`config.mk`:
```
export PLATFORM = sky130hd
export DESIGN_NAME = led_pulse_width_bit_decoder
export DESIGN_NICKNAME = d
export VERILOG_FILES = /design/src/rtl/core/lpwd_pkg.sv /design/src/rtl/core/lpwd_step.sv /design/src/rtl/core/led_pulse_width_bit_decoder.sv
export VERILOG_INCLUDE_DIRS = /design/src /design/src/rtl/core
export SDC_FILE = /design/constraint.sdc
export NUM_CORES = 1
export LEC_CHECK = 0
export BUFFER_PORTS_ARGS = -buffer_cell sky130_fd_sc_hd__buf_4
export CAP_MARGIN = 20
export CORE_MARGIN = 2
export CORE_UTILIZATION = 24
export CTS_CLUSTER_DIAMETER = 50
export DETAILED_ROUTE_END_ITERATION = 10
export GPL_ROUTABILITY_DRIVEN = 0
export HOLD_SLACK_MARGIN = 0.12
export PLACE_DENSITY = 0.47
export SYNTH_ARGS = -nofsm -noshare
export SYNTH_HDL_FRONTEND = slang
export SYNTH_SLANG_ARGS = --single-unit
```
`constraint.sdc`:
```
create_clock -name clk -period 13.15 [get_ports clk]
set_input_delay 0.6575 -clock clk [delete_from_list [all_inputs] [get_ports clk]]
set_output_delay 0.6575 -clock clk [all_outputs]
set_load 0.005 [all_outputs]
```
`src/rtl/core/led_pulse_width_bit_decoder_macros.svh`:
```
// ---------------------------------------------------------------------------
// Assertion macros for the LED pulse width bit decoder
// Shared concurrent assertion shorthands, clocked on clk, off during reset.
// ---------------------------------------------------------------------------
`ifndef LED_PULSE_WIDTH_BIT_DECODER_MACROS_SVH
`define LED_PULSE_WIDTH_BIT_DECODER_MACROS_SVH

// same-cycle implication
`define LPWD_ASSERT_NOW(label, ante, cons) \
  label: assert property (@(posedge clk) disable iff (!rst_n) (ante) |-> (cons)) \
    else $error("lpwd same-cycle check failed");

// next-cycle implication
`define LPWD_ASSERT_NEXT(label, ante, cons) \
  label: assert property (@(posedge clk) disable iff (!rst_n) (ante) |=> (cons)) \
    else $error("lpwd next-cycle check failed");

`endif

```
`src/rtl/core/lpwd_pkg.sv`:
```
// ---------------------------------------------------------------------------
// lpwd_pkg
// Types and constants of the LED pulse width bit decoder.
// ---------------------------------------------------------------------------
package lpwd_pkg;

  localparam int STAMP_W      = 32;
  localparam int LEN_W        = 16;
  localparam int BUFFER_BYTES = 2048;
  localparam int POS_W        = $clog2(BUFFER_BYTES + 1);
  localparam int INDEX_W      = 11;
  localparam int CFG_ADDR_W   = 5;
  localparam int CFG_DATA_W   = 32;

  typedef enum logic [2:0] {
    REG_ZERO_L0  = 3'd0,
    REG_ZERO_L1  = 3'd1,
    REG_ONE_L0   = 3'd2,
    REG_ONE_L1   = 3'd3,
    REG_FRAME_GAP = 3'd4
  } cfg_reg_t;

  typedef struct packed {
    logic [31:0]      zero_l0_win;
    logic [31:0]      zero_l1_win;
    logic [31:0]      one_l0_win;
    logic [31:0]      one_l1_win;
    logic [LEN_W-1:0] frame_gap_min;
  } cfg_t;

  typedef struct packed {
    logic [STAMP_W-1:0] l0_start;
    logic [STAMP_W-1:0] l1_start;
    logic [LEN_W-1:0]   l0_len;
    logic [LEN_W-1:0]   l1_len;
    logic [7:0]         shifter;
    logic [2:0]         bit_pos;
    logic [POS_W-1:0]   byte_pos;
  } state_t;

  // packed lowest field last, so it maps straight onto out_tdata
  typedef struct packed {
    logic               buffer_full;
    logic               frame_restart;
    logic [INDEX_W-1:0] byte_index;
    logic [7:0]         byte_value;
    logic               byte_done;
    logic               bit_value;
    logic               bit_added;
  } result_t;

endpackage

```
`src/rtl/core/lpwd_step.sv`:
```
// ---------------------------------------------------------------------------
// lpwd_step
// Decode logic for one line transition: phase length, window match, shifter.
// ---------------------------------------------------------------------------
module lpwd_step
  import lpwd_pkg::*;
(
  input  state_t             st,
  input  cfg_t               cfg,
  input  logic               new_level,
  input  logic [STAMP_W-1:0] stamp,
  output state_t             st_nxt,
  output result_t            res
);

  logic [STAMP_W-1:0] diff;
  logic [LEN_W-1:0]   sat_len;
  logic [LEN_W-1:0]   len0;
  logic [LEN_W-1:0]   len1;
  logic               is_zero;
  logic               is_one;
  logic [2:0]         bit_pos_inc;

  function automatic logic in_win(input logic [LEN_W-1:0] len, input logic [31:0] win);
    in_win = (len >= win[15:0]) && (len <= win[31:16]);
  endfunction

  // measure the phase that just ended, modulo the stamp width
  assign diff    = stamp - (new_level ? st.l0_start : st.l1_start);
  assign sat_len = (|diff[STAMP_W-1:LEN_W]) ? {LEN_W{1'b1}} : diff[LEN_W-1:0];
  assign len0    = new_level ? sat_len : st.l0_len;
  assign len1    = new_level ? st.l1_len : sat_len;

  assign is_zero = in_win(len0, cfg.zero_l0_win) && in_win(len1, cfg.zero_l1_win);
  assign is_one  = !is_zero && in_win(len0, cfg.one_l0_win) && in_win(len1, cfg.one_l1_win);
  assign bit_pos_inc = st.bit_pos + 3'd1;

  always_comb begin
    st_nxt = st;
    res    = '0;
    st_nxt.l0_len = len0;
    st_nxt.l1_len = len1;
    if (new_level) begin
      st_nxt.l1_start = stamp;
    end else begin
      st_nxt.l0_start = stamp;
    end
    if (new_level) begin
      if (is_zero || is_one) begin
        if (st.byte_pos >= POS_W'(BUFFER_BYTES)) begin
          res.buffer_full = 1'b1;
        end else begin
          res.bit_added  = 1'b1;
          res.bit_value  = is_one;
          st_nxt.shifter = {st.shifter[6:0], is_one};
          st_nxt.bit_pos = bit_pos_inc;
          if (bit_pos_inc == 3'd0) begin
            res.byte_done   = 1'b1;
            res.byte_value  = {st.shifter[6:0], is_one};
            res.byte_index  = st.byte_pos[INDEX_W-1:0];
            st_nxt.byte_pos = st.byte_pos + POS_W'(1);
          end
        end
      end else if (len0 >= cfg.frame_gap_min) begin
        res.frame_restart = 1'b1;
        st_nxt.bit_pos    = '0;
        st_nxt.byte_pos   = '0;
      end
    end
  end

endmodule

```
`src/rtl/core/led_pulse_width_bit_decoder.sv`:
```
// ---------------------------------------------------------------------------
// led_pulse_width_bit_decoder
// Single-wire LED data line decoder: transitions in, decoded bits and bytes out.
// ---------------------------------------------------------------------------
// Registers: input reg, then result reg; a transition is decoded between them
//   and its result is held in the result register that drives out_tvalid.
// Throughput: 1 transition per cycle unless the result stream stalls; the decode
//   stage updates the line state in the same cycle it loads the result register.
// Reset (rst_n low, synchronous): windows return to defaults, line state,
//   shifter and positions clear, both pipeline registers empty.
module led_pulse_width_bit_decoder
  import lpwd_pkg::*;
(
  input  logic                  clk,
  input  logic                  rst_n,
  // input stream
  input  logic                  in_tvalid,
  output logic                  in_tready,
  input  logic [39:0]           in_tdata,   // [0] new_level, [32:1] stamp, [39:33] zero
  // result stream
  output logic                  out_tvalid,
  input  logic                  out_tready,
  output logic [23:0]           out_tdata,  // [0] bit_added, [1] bit_value, [2] byte_done,
                                            // [10:3] byte_value, [21:11] byte_index,
                                            // [22] frame_restart, [23] buffer_full
  // configuration
  input  logic                  cfg_psel,
  input  logic                  cfg_penable,
  input  logic                  cfg_pwrite,
  input  logic [CFG_ADDR_W-1:0] cfg_paddr,
  input  logic [CFG_DATA_W-1:0] cfg_pwdata,
  output logic [CFG_DATA_W-1:0] cfg_prdata,
  output logic                  cfg_pready
);

  `include "led_pulse_width_bit_decoder_macros.svh"

  cfg_t               cfg_r;
  state_t             st_r;
  state_t             st_nxt;
  result_t            res_nxt;
  result_t            out_r;
  logic               in_v_r;
  logic               in_lvl_r;
  logic [STAMP_W-1:0] in_stamp_r;
  logic               out_v_r;
  logic               advance;
  logic               step_fire;
  logic               in_fire;
  logic               cfg_wr;
  cfg_reg_t           cfg_sel;

  // -------------------------------------------------------------------------
  // Configuration registers: APB write on the access phase, zero-wait reads
  // -------------------------------------------------------------------------
  assign cfg_pready = 1'b1;
  assign cfg_wr     = cfg_psel && cfg_penable && cfg_pwrite && cfg_pready;
  assign cfg_sel    = cfg_reg_t'(cfg_paddr[CFG_ADDR_W-1:2]);

  always_ff @(posedge clk) begin
    if (!rst_n) begin
      cfg_r.zero_l0_win   <= 32'd1048588;
      cfg_r.zero_l1_win   <= 32'd589829;
      cfg_r.one_l0_win    <= 32'd524293;
      cfg_r.one_l1_win    <= 32'd983051;
      cfg_r.frame_gap_min <= LEN_W'(807);
    end else if (cfg_wr) begin
      case (cfg_sel)
        REG_ZERO_L0:   cfg_r.zero_l0_win   <= cfg_pwdata;
        REG_ZERO_L1:   cfg_r.zero_l1_win   <= cfg_pwdata;
        REG_ONE_L0:    cfg_r.one_l0_win    <= cfg_pwdata;
        REG_ONE_L1:    cfg_r.one_l1_win    <= cfg_pwdata;
        REG_FRAME_GAP: cfg_r.frame_gap_min <= cfg_pwdata[LEN_W-1:0];
        default: ;  // unmapped addresses drop the write
      endcase
    end
  end

  always_comb begin
    case (cfg_sel)
      REG_ZERO_L0:   cfg_prdata = cfg_r.zero_l0_win;
      REG_ZERO_L1:   cfg_prdata = cfg_r.zero_l1_win;
      REG_ONE_L0:    cfg_prdata = cfg_r.one_l0_win;
      REG_ONE_L1:    cfg_prdata = cfg_r.one_l1_win;
      REG_FRAME_GAP: cfg_prdata = {{(CFG_DATA_W-LEN_W){1'b0}}, cfg_r.frame_gap_min};
      default:       cfg_prdata = '0;
    endcase
  end

  // -------------------------------------------------------------------------
  // Pipeline control: the decode stage advances whenever the result register
  // is empty or being drained; the input register refills in the same cycle.
  // -------------------------------------------------------------------------
  assign advance   = !out_v_r || out_tready;
  assign step_fire = in_v_r && advance;
  assign in_tready = !in_v_r || advance;
  assign in_fire   = in_tvalid && in_tready;

  always_ff @(posedge clk) begin
    if (!rst_n) begin
      in_v_r <= 1'b0;
    end else if (in_tready) begin
      in_v_r <= in_tvalid;
    end
  end

  // input payload: hold while stalled
  always_ff @(posedge clk) begin
    if (in_fire) begin
      in_lvl_r   <= in_tdata[0];
      in_stamp_r <= in_tdata[STAMP_W:1];
    end
  end

  // -------------------------------------------------------------------------
  // Decode stage: one transition against the current line state
  // -------------------------------------------------------------------------
  lpwd_step u_step (
    .st        (st_r),
    .cfg       (cfg_r),
    .new_level (in_lvl_r),
    .stamp     (in_stamp_r),
    .st_nxt    (st_nxt),
    .res       (res_nxt)
  );

  // advance line state only when the transition leaves the input register
  always_ff @(posedge clk) begin
    if (!rst_n) begin
      st_r <= '0;
    end else if (step_fire) begin
      st_r <= st_nxt;
    end
  end

  // -------------------------------------------------------------------------
  // Result register
  // -------------------------------------------------------------------------
  always_ff @(posedge clk) begin
    if (!rst_n) begin
      out_v_r <= 1'b0;
    end else if (advance) begin
      out_v_r <= in_v_r;
    end
  end

  always_ff @(posedge clk) begin
    if (step_fire) begin
      out_r <= res_nxt;
    end
  end

  assign out_tvalid = out_v_r;
  assign out_tdata  = out_r;

  // -------------------------------------------------------------------------
  // Assertions
  // -------------------------------------------------------------------------
  `LPWD_ASSERT_NOW(a_pos_bound, 1'b1, st_r.byte_pos <= POS_W'(BUFFER_BYTES))
  `LPWD_ASSERT_NEXT(a_byte_wraps, step_fire && res_nxt.byte_done, st_r.bit_pos == 3'd0)
  `LPWD_ASSERT_NEXT(a_restart_clears, step_fire && res_nxt.frame_restart,
                    st_r.byte_pos == '0 && st_r.bit_pos == 3'd0)
  `LPWD_ASSERT_NOW(a_full_only_at_end, step_fire && res_nxt.buffer_full,
                   st_r.byte_pos == POS_W'(BUFFER_BYTES) && !res_nxt.bit_added)

endmodule

```
==> metrics.txt, run 1 <==
# TYPE chip_impl_metric gauge
chip_impl_metric{name="grt-ovfl-total",unit=""} 0
chip_impl_metric{name="global_route.usage.total",unit="%"} 15.37
chip_impl_metric{name="syn-cell-area",unit="sq um"} 18610
chip_impl_info{name="yosys.cell_count.top_type",value="sky130_fd_sc_hd__nand2_1"} 1
chip_impl_metric{name="fmax",unit="GHz"} 0.1069
chip_impl_info{name="cp_slowest_cell",value="sky130_fd_sc_hd__nor3b_2"} 1
chip_impl_metric{name="global_route_wire_length_before_repair",unit="mm"} 94.54
chip_impl_info{name="grt_setup_unrepaired",value="false"} 1
chip_impl_info{name="setup.worst_path.end_class",value="register"} 1
chip_impl_metric{name="slew_viol_final",unit=""} 0
chip_impl_metric{name="final_cycle_utilization_of_the_critical_path",unit="%"} 71.12
chip_impl_metric{name="fp.dieH",unit="um"} 282.5
chip_impl_metric{name="cts_inserted_buffers",unit=""} 50
chip_impl_metric{name="die_wd",unit="um"} 282.5
chip_impl_metric{name="ys_seq_area_share",unit="%"} 37.59
chip_impl_info{name="crit_chain",value="buf_4 -> mux2_2 -> ha_1 -> fa_1 -> and2b_1 -> o2111ai_1 -> a211oi_2 -> o31ai_2 -> a2111oi_2 -> nor4b_1 -> or4b_4 -> nor4_4 -> buf_4 -> a41oi_1 -> ha_1 -> and4_1 -> o2111ai_1 -> or3_1 -> a41o_1 -> a211o_1 -> and2_1 -> nor3b_2 -> and2_1"} 1
chip_impl_metric{name="final-hold-violation-count",unit=""} 0
chip_impl_metric{name="clock_sink_count",unit=""} 321
chip_impl_metric{name="timing.max_cap.violations",unit=""} 0
chip_impl_metric{name="reg2regPathDepth",unit=""} 23
chip_impl_metric{name="static-leakage-power",unit="uW"} 0.008163
chip_impl_metric{name="nNetsFinal",unit=""} 2571
chip_impl_metric{name="clockBufferDepth",unit=""} 3
chip_impl_metric{name="placement_rows",unit=""} 102
chip_impl_metric{name="fp.coreArea",unit="sq um"} 77080
chip_impl_info{name="cts_tree",value="built"} 1
chip_impl_metric{name="synth.ff_latch_count",unit=""} 321
chip_impl_metric{name="detailed_route_drc_error_count",unit=""} 0
chip_impl_info{name="timing.critical_path.from_type",value="register"} 1
chip_impl_metric{name="skew_pair_late_insertion_delay",unit="ns"} 0.59
chip_impl_metric{name="layout_min_cycle_time",unit="ns"} 9.352
chip_impl_metric{name="cts_post_setup_buffers_inserted",unit=""} 0
chip_impl_metric{name="cp_max_fo",unit=""} 70
chip_impl_metric{name="drt-vias-per-instance",unit=""} 4.913
chip_impl_metric{name="worst_supply_voltage_drop_on_vdd",unit="uV"} 101.9
chip_impl_info{name="synth.cells.most_frequent",value="sky130_fd_sc_hd__nand2_1 (485), sky130_fd_sc_hd__dfxtp_1 (264), sky130_fd_sc_hd__a21oi_1 (262)"} 1
chip_impl_metric{name="power_density",unit="nW/um^2"} 122.6
chip_impl_info{name="status",value="finished clean"} 1
chip_impl_info{name="netlist_top_cells_area",value="sky130_fd_sc_hd__dfxtp_1 (28%), sky130_fd_sc_hd__ha_1 (12%), sky130_fd_sc_hd__nand2_1 (9.8%)"} 1
chip_impl_metric{name="synth_edf_count",unit=""} 57
chip_impl_metric{name="initial_antenna_violation_count",unit=""} 2
chip_impl_metric{name="post-route-cell-area",unit="sq um"} 22300
chip_impl_metric{name="place.port_buffers",unit=""} 132
chip_impl_metric{name="cts.repair.resized",unit=""} 0
chip_impl_metric{name="relSlewSlack",unit="%"} 19.03
chip_impl_metric{name="ctsHtreeMaxLevel",unit=""} 2
chip_impl_metric{name="setup_failing_eps_final",unit=""} 0
chip_impl_metric{name="finalWirelength",unit="mm"} 62.33
chip_impl_metric{name="avgRoutedWirePerCell",unit="um"} 18.40
chip_impl_metric{name="firstDrtPassIters",unit=""} 6
chip_impl_metric{name="post-dp-hpwl",unit="mm"} 43.08
chip_impl_metric{name="cell_area_after_placement",unit="sq um"} 20510
chip_impl_metric{name="detailroute.via_count",unit=""} 16640
chip_impl_metric{name="vias_in_the_first_global_route",unit=""} 15900
chip_impl_metric{name="synth-async-reset-ratio",unit="%"} 0
chip_impl_info{name="synthDominantAreaCellType",value="sky130_fd_sc_hd__dfxtp_1"} 1
chip_impl_metric{name="min_path_cells",unit=""} 1
chip_impl_metric{name="hold_fix_buffers_cts",unit=""} 0
chip_impl_info{name="dominantRegCellSynth",value="sky130_fd_sc_hd__dfxtp_1"} 1
chip_impl_metric{name="max_slew.worst_pin.slew",unit="ns"} 1.199
chip_impl_metric{name="synth_top_area_share",unit="%"} 28.40
chip_impl_info{name="cts_root_buf",value="sky130_fd_sc_hd__clkbuf_16"} 1
chip_impl_metric{name="flow.area_growth_from_synthesis",unit="%"} 19.81
chip_impl_metric{name="fill_cell_instance_count_of_the_final_layout",unit=""} 8222
chip_impl_metric{name="initial_util",unit="%"} 24.14
chip_impl_metric{name="synth_area_per_cell",unit="sq um"} 8.339
chip_impl_metric{name="signal_arrival_time_at_the_worst_endpoint",unit="ns"} 9.79
chip_impl_info{name="holdCritPathClass",value="in2reg"} 1
chip_impl_metric{name="post_cts_clock_slew_at_the_launch_and_capture_registers_of_the_worst_setup_and_hold_paths",unit="ns"} 0.06
chip_impl_metric{name="route.antenna.remaining_nets",unit=""} 0
chip_impl_metric{name="number_of_primary_i_o_pins",unit=""} 143
chip_impl_metric{name="netlist-cell-type-count",unit=""} 73
chip_impl_metric{name="maximum_number_of_pins_on_one_net_before_global_route_repair",unit=""} 134
chip_impl_metric{name="synth_cells",unit=""} 2232
chip_impl_metric{name="yosysWarnings",unit=""} 0
chip_impl_metric{name="starting_drc_count_in_detailed_routing",unit=""} 1384
chip_impl_metric{name="worstPathRequired",unit="ns"} 13.59
chip_impl_metric{name="die-area",unit="sq um"} 79790
chip_impl_info{name="path_class",value="reg2reg"} 1
chip_impl_metric{name="max_stage_delay",unit="ns"} 0.91
chip_impl_metric{name="synth.net_count",unit=""} 2498
chip_impl_metric{name="total_neg_setup_slack",unit="ns"} 0
chip_impl_metric{name="final_layout_size_suffix_gt1_share",unit="%"} 12.36
chip_impl_metric{name="finClkSkew",unit="ns"} 0.01429
[layer usage]
layer | up-vias | routed length (um) | global-route usage, %
met4 | 2 | 1734 | 5.169
met1 | 8013 | 27640 | 20.14
met5 | - | 16 | 0
met3 | 99 | 3692 | 2.759
met2 | 468 | 29250 | 25.39
li1 | 8060 | - | -
[critical path, delay by kind of cell (launching register included)]
family	cells	cell delay [ns]
and+or+nand+nor	9	3.27
buffers and inverters	2	1.32
DFF	1	0.32
AOI/OAI and AO/OA	8	2.59
adders and majority gates	3	1.20
muxes	1	0.42
[report_power, final]
part	switching (uW)	leakage [uW]	internal, uW
Combinational	217	0.00466	127
Clock	525	0.000820	822
Sequential	15.5	0.00268	1030
[cell families after synthesis]
| family | count (synthesis) | synth area share (%) |
|---|---|---|
| fa+ha+maj | 182 | 12.28 |
| xor+xnor | 24 | 1.129 |
| flops | 321 | 37.59 |
| simple gates | 755 | 17.82 |
| buf+inv | 287 | 6.326 |
| compound gates | 602 | 20.51 |
| other cells | 1 | 0.02015 |
| mux | 60 | 4.329 |
[placed cells by master, fill, tap and decap left out, types with 22 or more instances in the layout]
cell                          n
sky130_fd_sc_hd__a41oi_1     63
sky130_fd_sc_hd__clkbuf_16   54
sky130_fd_sc_hd__a22oi_1     32
sky130_fd_sc_hd__inv_1      151
sky130_fd_sc_hd__and2_1      26
sky130_fd_sc_hd__dfxtp_1    264
sky130_fd_sc_hd__buf_4      151
sky130_fd_sc_hd__mux2i_1     40
sky130_fd_sc_hd__a21o_1      39
sky130_fd_sc_hd__nand4_1     33
sky130_fd_sc_hd__nor2_1      81
sky130_fd_sc_hd__nand3_1     22
sky130_fd_sc_hd__edfxtp_1    57
sky130_fd_sc_hd__o21ai_0     82
sky130_fd_sc_hd__nor2b_1     37
sky130_fd_sc_hd__nand2_1    484
sky130_fd_sc_hd__ha_1       181
sky130_fd_sc_hd__o211ai_1    23
sky130_fd_sc_hd__a21oi_1    262
[through the flow]
stage | hold slack, ns | total power (uW) | cells | worst slack [ns] | utilization (%)
6_report | 0.2466 | 2734 | 3387 | 3.798 | 28.93
5_1_grt | 0.2139 | 2856 | 3387 | 3.153 | 28.93
4_1_cts | 0.2000 | 2777 | 3383 | 3.648 | 28.83
3_5_place_dp | 0.4454 | 1409 | 3290 | 3.694 | 26.61
3_3_place_gp | 0.4385 | 1400 | 3289 | 3.776 | 26.60
2_1_floorplan | 0.4329 | 1279 | 2232 | 5.863 | -
[flip-flops by register name, summed over array words and instances, names as in the netlist]
register and count:
in_v_r 1, out_tdata 24, out_tvalid 1, cfg_r 144, st_r 118, in_lvl_r 1, in_stamp_r 32
[final timing paths]
kind	from	to	slack, ns
worst max register to register	in_lvl_r	out_tdata[21]	3.80
worst min register to register	st_r[55]	st_r[55]	0.45
worst min-delay path	in_tdata[11]	in_stamp_r[10]	0.25
worst max-delay path	in_lvl_r	out_tdata[21]	3.80
[cell type report]
type	instances	area (sq um)	share of cell area (%)
inverter	153	579.3	2.598
clock buffer	62	1431	6.419
tap	1040	1301	5.835
clock inverter	31	280.3	1.257
timing repair buffer	155	1214	5.443
sequential	321	6997	31.38
antenna	1	2.502	0.01122
multi-input combinational	1624	10490	47.06
No activity file was read; power rests on OpenSTA's default activity.
==> run 2: changes to the inputs <==
- ABC_AREA: unset -> 1
- clock period: 13.15 -> 9.28 ns (I/O delays scaled with it)
==> run 2 against run 1 <==
Effect of this change:
- die area increased by 2.1%
- synthesized cell count increased by 20%
- first-iteration DRC count fell by 34%
- critical path type unchanged
- critical endpoint is now st_r[1]
- area after synthesis grew 2.1%
- largest power group unchanged
==> metrics.txt, run 2 <==
# TYPE chip_impl_metric gauge
chip_impl_info{name="status",value="finished clean"} 1
chip_impl_metric{name="synth_cells",unit=""} 2682
chip_impl_metric{name="place.port_buffers",unit=""} 132
chip_impl_metric{name="total_neg_setup_slack",unit="ns"} 0
chip_impl_metric{name="synth_area_per_cell",unit="sq um"} 7.088
chip_impl_metric{name="flow.area_growth_from_synthesis",unit="%"} 21.92
chip_impl_metric{name="final_layout_size_suffix_gt1_share",unit="%"} 8.960
chip_impl_metric{name="signal_arrival_time_at_the_worst_endpoint",unit="ns"} 7.67
chip_impl_metric{name="wl_met3",unit="mm"} 2.075
chip_impl_metric{name="drt-vias-per-instance",unit=""} 4.436
chip_impl_metric{name="synth_top_area_share",unit="%"} 27.80
chip_impl_metric{name="max_stage_delay",unit="ns"} 0.69
chip_impl_info{name="largest-register",value="cfg_r"} 1
chip_impl_metric{name="synth_edf_count",unit=""} 57
chip_impl_metric{name="nNetsFinal",unit=""} 3072
chip_impl_info{name="grt_setup_unrepaired",value="false"} 1
chip_impl_metric{name="fp.dieH",unit="um"} 285.4
chip_impl_metric{name="setup_failing_eps_final",unit=""} 0
chip_impl_metric{name="antenna_cells_inserted",unit=""} 0
chip_impl_info{name="yosys.cell_count.top_type",value="sky130_fd_sc_hd__nand2_1"} 1
chip_impl_metric{name="cp_max_fo",unit=""} 98
chip_impl_info{name="highest_count_cells_in_the_layout_ignoring_fill_and_taps",value="sky130_fd_sc_hd__nand2_1 (589), sky130_fd_sc_hd__inv_1 (376), sky130_fd_sc_hd__o21ai_0 (298)"} 1
chip_impl_metric{name="placement_rows",unit=""} 103
chip_impl_metric{name="firstDrtPassIters",unit=""} 5
chip_impl_metric{name="initial_util",unit="%"} 24.14
chip_impl_metric{name="clock_sink_count",unit=""} 321
chip_impl_metric{name="slew_viol_final",unit=""} 0
chip_impl_info{name="path_class",value="reg2reg"} 1
chip_impl_metric{name="fmax",unit="GHz"} 0.1399
chip_impl_metric{name="yosys.area_share.adder",unit="%"} 12.02
chip_impl_metric{name="global_route.usage.total",unit="%"} 14.28
chip_impl_metric{name="routedLengthMet1",unit="mm"} 28.19
chip_impl_metric{name="synth-async-reset-ratio",unit="%"} 0
chip_impl_metric{name="max_slew.worst_pin.slew",unit="ns"} 0.8723
chip_impl_metric{name="syn-cell-area",unit="sq um"} 19010
chip_impl_metric{name="worstPathRequired",unit="ns"} 9.80
chip_impl_metric{name="grt-ovfl-total",unit=""} 0
chip_impl_metric{name="worst_supply_voltage_drop_on_vdd",unit="uV"} 128.1
chip_impl_metric{name="initial_antenna_violation_count",unit=""} 0
chip_impl_info{name="layout.cells.most_common",value="sky130_fd_sc_hd__nand2_1"} 1
chip_impl_info{name="timing.critical_path.from_type",value="register"} 1
chip_impl_metric{name="synth_xor_area_share",unit="%"} 1.014
chip_impl_metric{name="yosysWarnings",unit=""} 0
chip_impl_metric{name="relSlewSlack",unit="%"} 41.63
chip_impl_metric{name="skew_pair_late_insertion_delay",unit="ns"} 0.60
chip_impl_info{name="cp_slowest_cell",value="sky130_fd_sc_hd__nor2_1"} 1
chip_impl_metric{name="static-leakage-power",unit="uW"} 0.01019
chip_impl_metric{name="final_cycle_utilization_of_the_critical_path",unit="%"} 77.04
chip_impl_metric{name="global_route_wire_length_before_repair",unit="mm"} 92.49
chip_impl_metric{name="vias_in_the_first_global_route",unit=""} 16390
chip_impl_info{name="synth_top_family_by_area",value="simple AND/OR/NAND/NOR gates"} 1
chip_impl_metric{name="post-route-cell-area",unit="sq um"} 23180
chip_impl_metric{name="timing.max_cap.violations",unit=""} 0
chip_impl_metric{name="route.antenna.remaining_nets",unit=""} 0
chip_impl_metric{name="clockBufferDepth",unit=""} 3
chip_impl_metric{name="finalWirelength",unit="mm"} 58.76
chip_impl_metric{name="post-dp-hpwl",unit="mm"} 42.53
chip_impl_metric{name="ys_seq_area_share",unit="%"} 36.80
chip_impl_metric{name="starting_drc_count_in_detailed_routing",unit=""} 916
chip_impl_metric{name="met2_wirelength_from_detailed_routing",unit="mm"} 27.26
chip_impl_info{name="cts_root_buf",value="sky130_fd_sc_hd__clkbuf_16"} 1
chip_impl_metric{name="synth-simple-area-share",unit="%"} 21.11
chip_impl_metric{name="final-hold-violation-count",unit=""} 0
chip_impl_info{name="holdCritPathClass",value="in2reg"} 1
chip_impl_metric{name="detailroute.via_count",unit=""} 17280
chip_impl_metric{name="cts_inserted_buffers",unit=""} 49
chip_impl_metric{name="die_wd",unit="um"} 285.4
chip_impl_metric{name="fp.coreArea",unit="sq um"} 78740
chip_impl_info{name="cts_tree",value="built"} 1
chip_impl_metric{name="detailed_route_drc_error_count",unit=""} 0
chip_impl_metric{name="synth.net_count",unit=""} 2948
chip_impl_metric{name="maximum_number_of_pins_on_one_net_before_global_route_repair",unit=""} 99
chip_impl_metric{name="netlist-cell-type-count",unit=""} 38
chip_impl_metric{name="cell_area_after_placement",unit="sq um"} 21010
chip_impl_metric{name="die-area",unit="sq um"} 81480
chip_impl_info{name="cp_common_cell",value="sky130_fd_sc_hd__nand2_1"} 1
chip_impl_info{name="biggestRegsByFlops",value="cfg_r x144, st_r x118, in_stamp_r x32"} 1
chip_impl_info{name="synthDominantAreaCellType",value="sky130_fd_sc_hd__dfxtp_1"} 1
chip_impl_metric{name="synth.ff_latch_count",unit=""} 321
chip_impl_metric{name="avgRoutedWirePerCell",unit="um"} 15.08
chip_impl_metric{name="complex_gate_fraction_of_the_synthesized_area",unit="%"} 18.74
chip_impl_info{name="synth.cells.most_frequent",value="sky130_fd_sc_hd__nand2_1 (589), sky130_fd_sc_hd__inv_1 (377), sky130_fd_sc_hd__o21ai_0 (298)"} 1
chip_impl_metric{name="number_of_primary_i_o_pins",unit=""} 143
chip_impl_metric{name="largest_reg_flops",unit=""} 144
chip_impl_info{name="netlist_top_cells_area",value="sky130_fd_sc_hd__dfxtp_1 (28%), sky130_fd_sc_hd__ha_1 (12%), sky130_fd_sc_hd__nand2_1 (12%)"} 1
chip_impl_metric{name="post_cts_clock_slew_at_the_launch_and_capture_registers_of_the_worst_setup_and_hold_paths",unit="ns"} 0.05
chip_impl_info{name="dominantRegCellSynth",value="sky130_fd_sc_hd__dfxtp_1"} 1
chip_impl_metric{name="synth.area.mux_share",unit="%"} 0
chip_impl_metric{name="layout_min_cycle_time",unit="ns"} 7.149
chip_impl_info{name="highest-signal-layer",value="met4"} 1
chip_impl_metric{name="cts_post_setup_buffers_inserted",unit=""} 0
chip_impl_metric{name="ctsHtreeMaxLevel",unit=""} 2
chip_impl_metric{name="finClkSkew",unit="ns"} 0.03312
chip_impl_metric{name="power_density",unit="nW/um^2"} 175.4
chip_impl_info{name="setup.worst_path.end_class",value="register"} 1
## run 2: changes by cell type after synthesis, moves of 31 or more
cell                      previous run  this run
sky130_fd_sc_hd__nor2_1             86       219
sky130_fd_sc_hd__nand3_1            23        79
sky130_fd_sc_hd__mux2i_1            40         0
sky130_fd_sc_hd__o21ai_0            82       298
sky130_fd_sc_hd__nor2b_1            37         0
sky130_fd_sc_hd__inv_1             152       377
sky130_fd_sc_hd__a22oi_1            32         1
sky130_fd_sc_hd__a41oi_1            63         0
sky130_fd_sc_hd__a21o_1             39         3
sky130_fd_sc_hd__nand2_1           485       589
## run 2: cell type report
class	instances	area (sq um)
clock buffer	63	1350
sequential	321	6997
clock inverter	28	374.1
multi-input combinational	1850	10080
inverter	390	1464
tap	1050	1314
timing repair buffer	194	1598
fill	8654	55560
## run 2: metal layers
layer,up-vias,global-route usage (%)
li1,9068,-
met1,7868,19.35
met2,266,23.79
met3,79,1.954
met4,0,3.770
met5,-,0
## run 2: kinds of logic after synthesis
| group | after synthesis |
|---|---|
| simple gates | 980 |
| compound gates | 665 |
| buf+inv | 511 |
| flops | 321 |
| fa+ha+maj | 182 |
| xor+xnor | 22 |
| other cells | 1 |
## run 2: per-stage QoR
stage | std cells | total power (uW) | utilization [%] | hold WS [ns] | setup WS, ns
2_1_floorplan | 2682 | 1927 | - | 0.4244 | 4.349
3_3_place_gp | 3762 | 2131 | 26.68 | 0.4422 | 1.987
3_5_place_dp | 3762 | 2133 | 26.68 | 0.4434 | 1.933
4_1_cts | 3895 | 4124 | 29.40 | 0.1249 | 1.930
5_1_grt | 3896 | 4281 | 29.44 | 0.1574 | 1.257
6_report | 3896 | 4066 | 29.44 | 0.1613 | 2.131
## run 2: path summary, 6_finish.rpt
| path | start | to | slack, ns | cells past startpoint |
|---|---|---|---|---|
| setup / recovery | in_lvl_r | st_r[1] | 2.13 | 33 |
| hold / removal | cfg_pwdata[1] | cfg_r[17] | 0.16 | 3 |
| setup reg to reg | in_lvl_r | st_r[1] | 2.13 | 33 |
| hold reg to reg | st_r[100] | st_r[100] | 0.45 | 2 |
## run 2: what timing repair did
action	CTS	global route
endpoints found under the hold margin	50	0
gates resized for setup	0	0
hold buffers	42	0
## run 2: power breakdown
| group | total [uW] | internal, uW | switching, uW |
|---|---|---|---|
| logic | 624 | 221 | 403 |
| registers | 1490 | 1470 | 24.0 |
| clock network | 1950 | 1210 | 739 |
## run 2: critical path, delay by kind of cell, from the launching register on
kind | cells | cell delay [ns]
compound gates | 1 | 0.16
fa+ha+maj | 3 | 1.02
buf+inv | 3 | 0.54
flops | 1 | 0.37
simple gates | 26 | 4.94
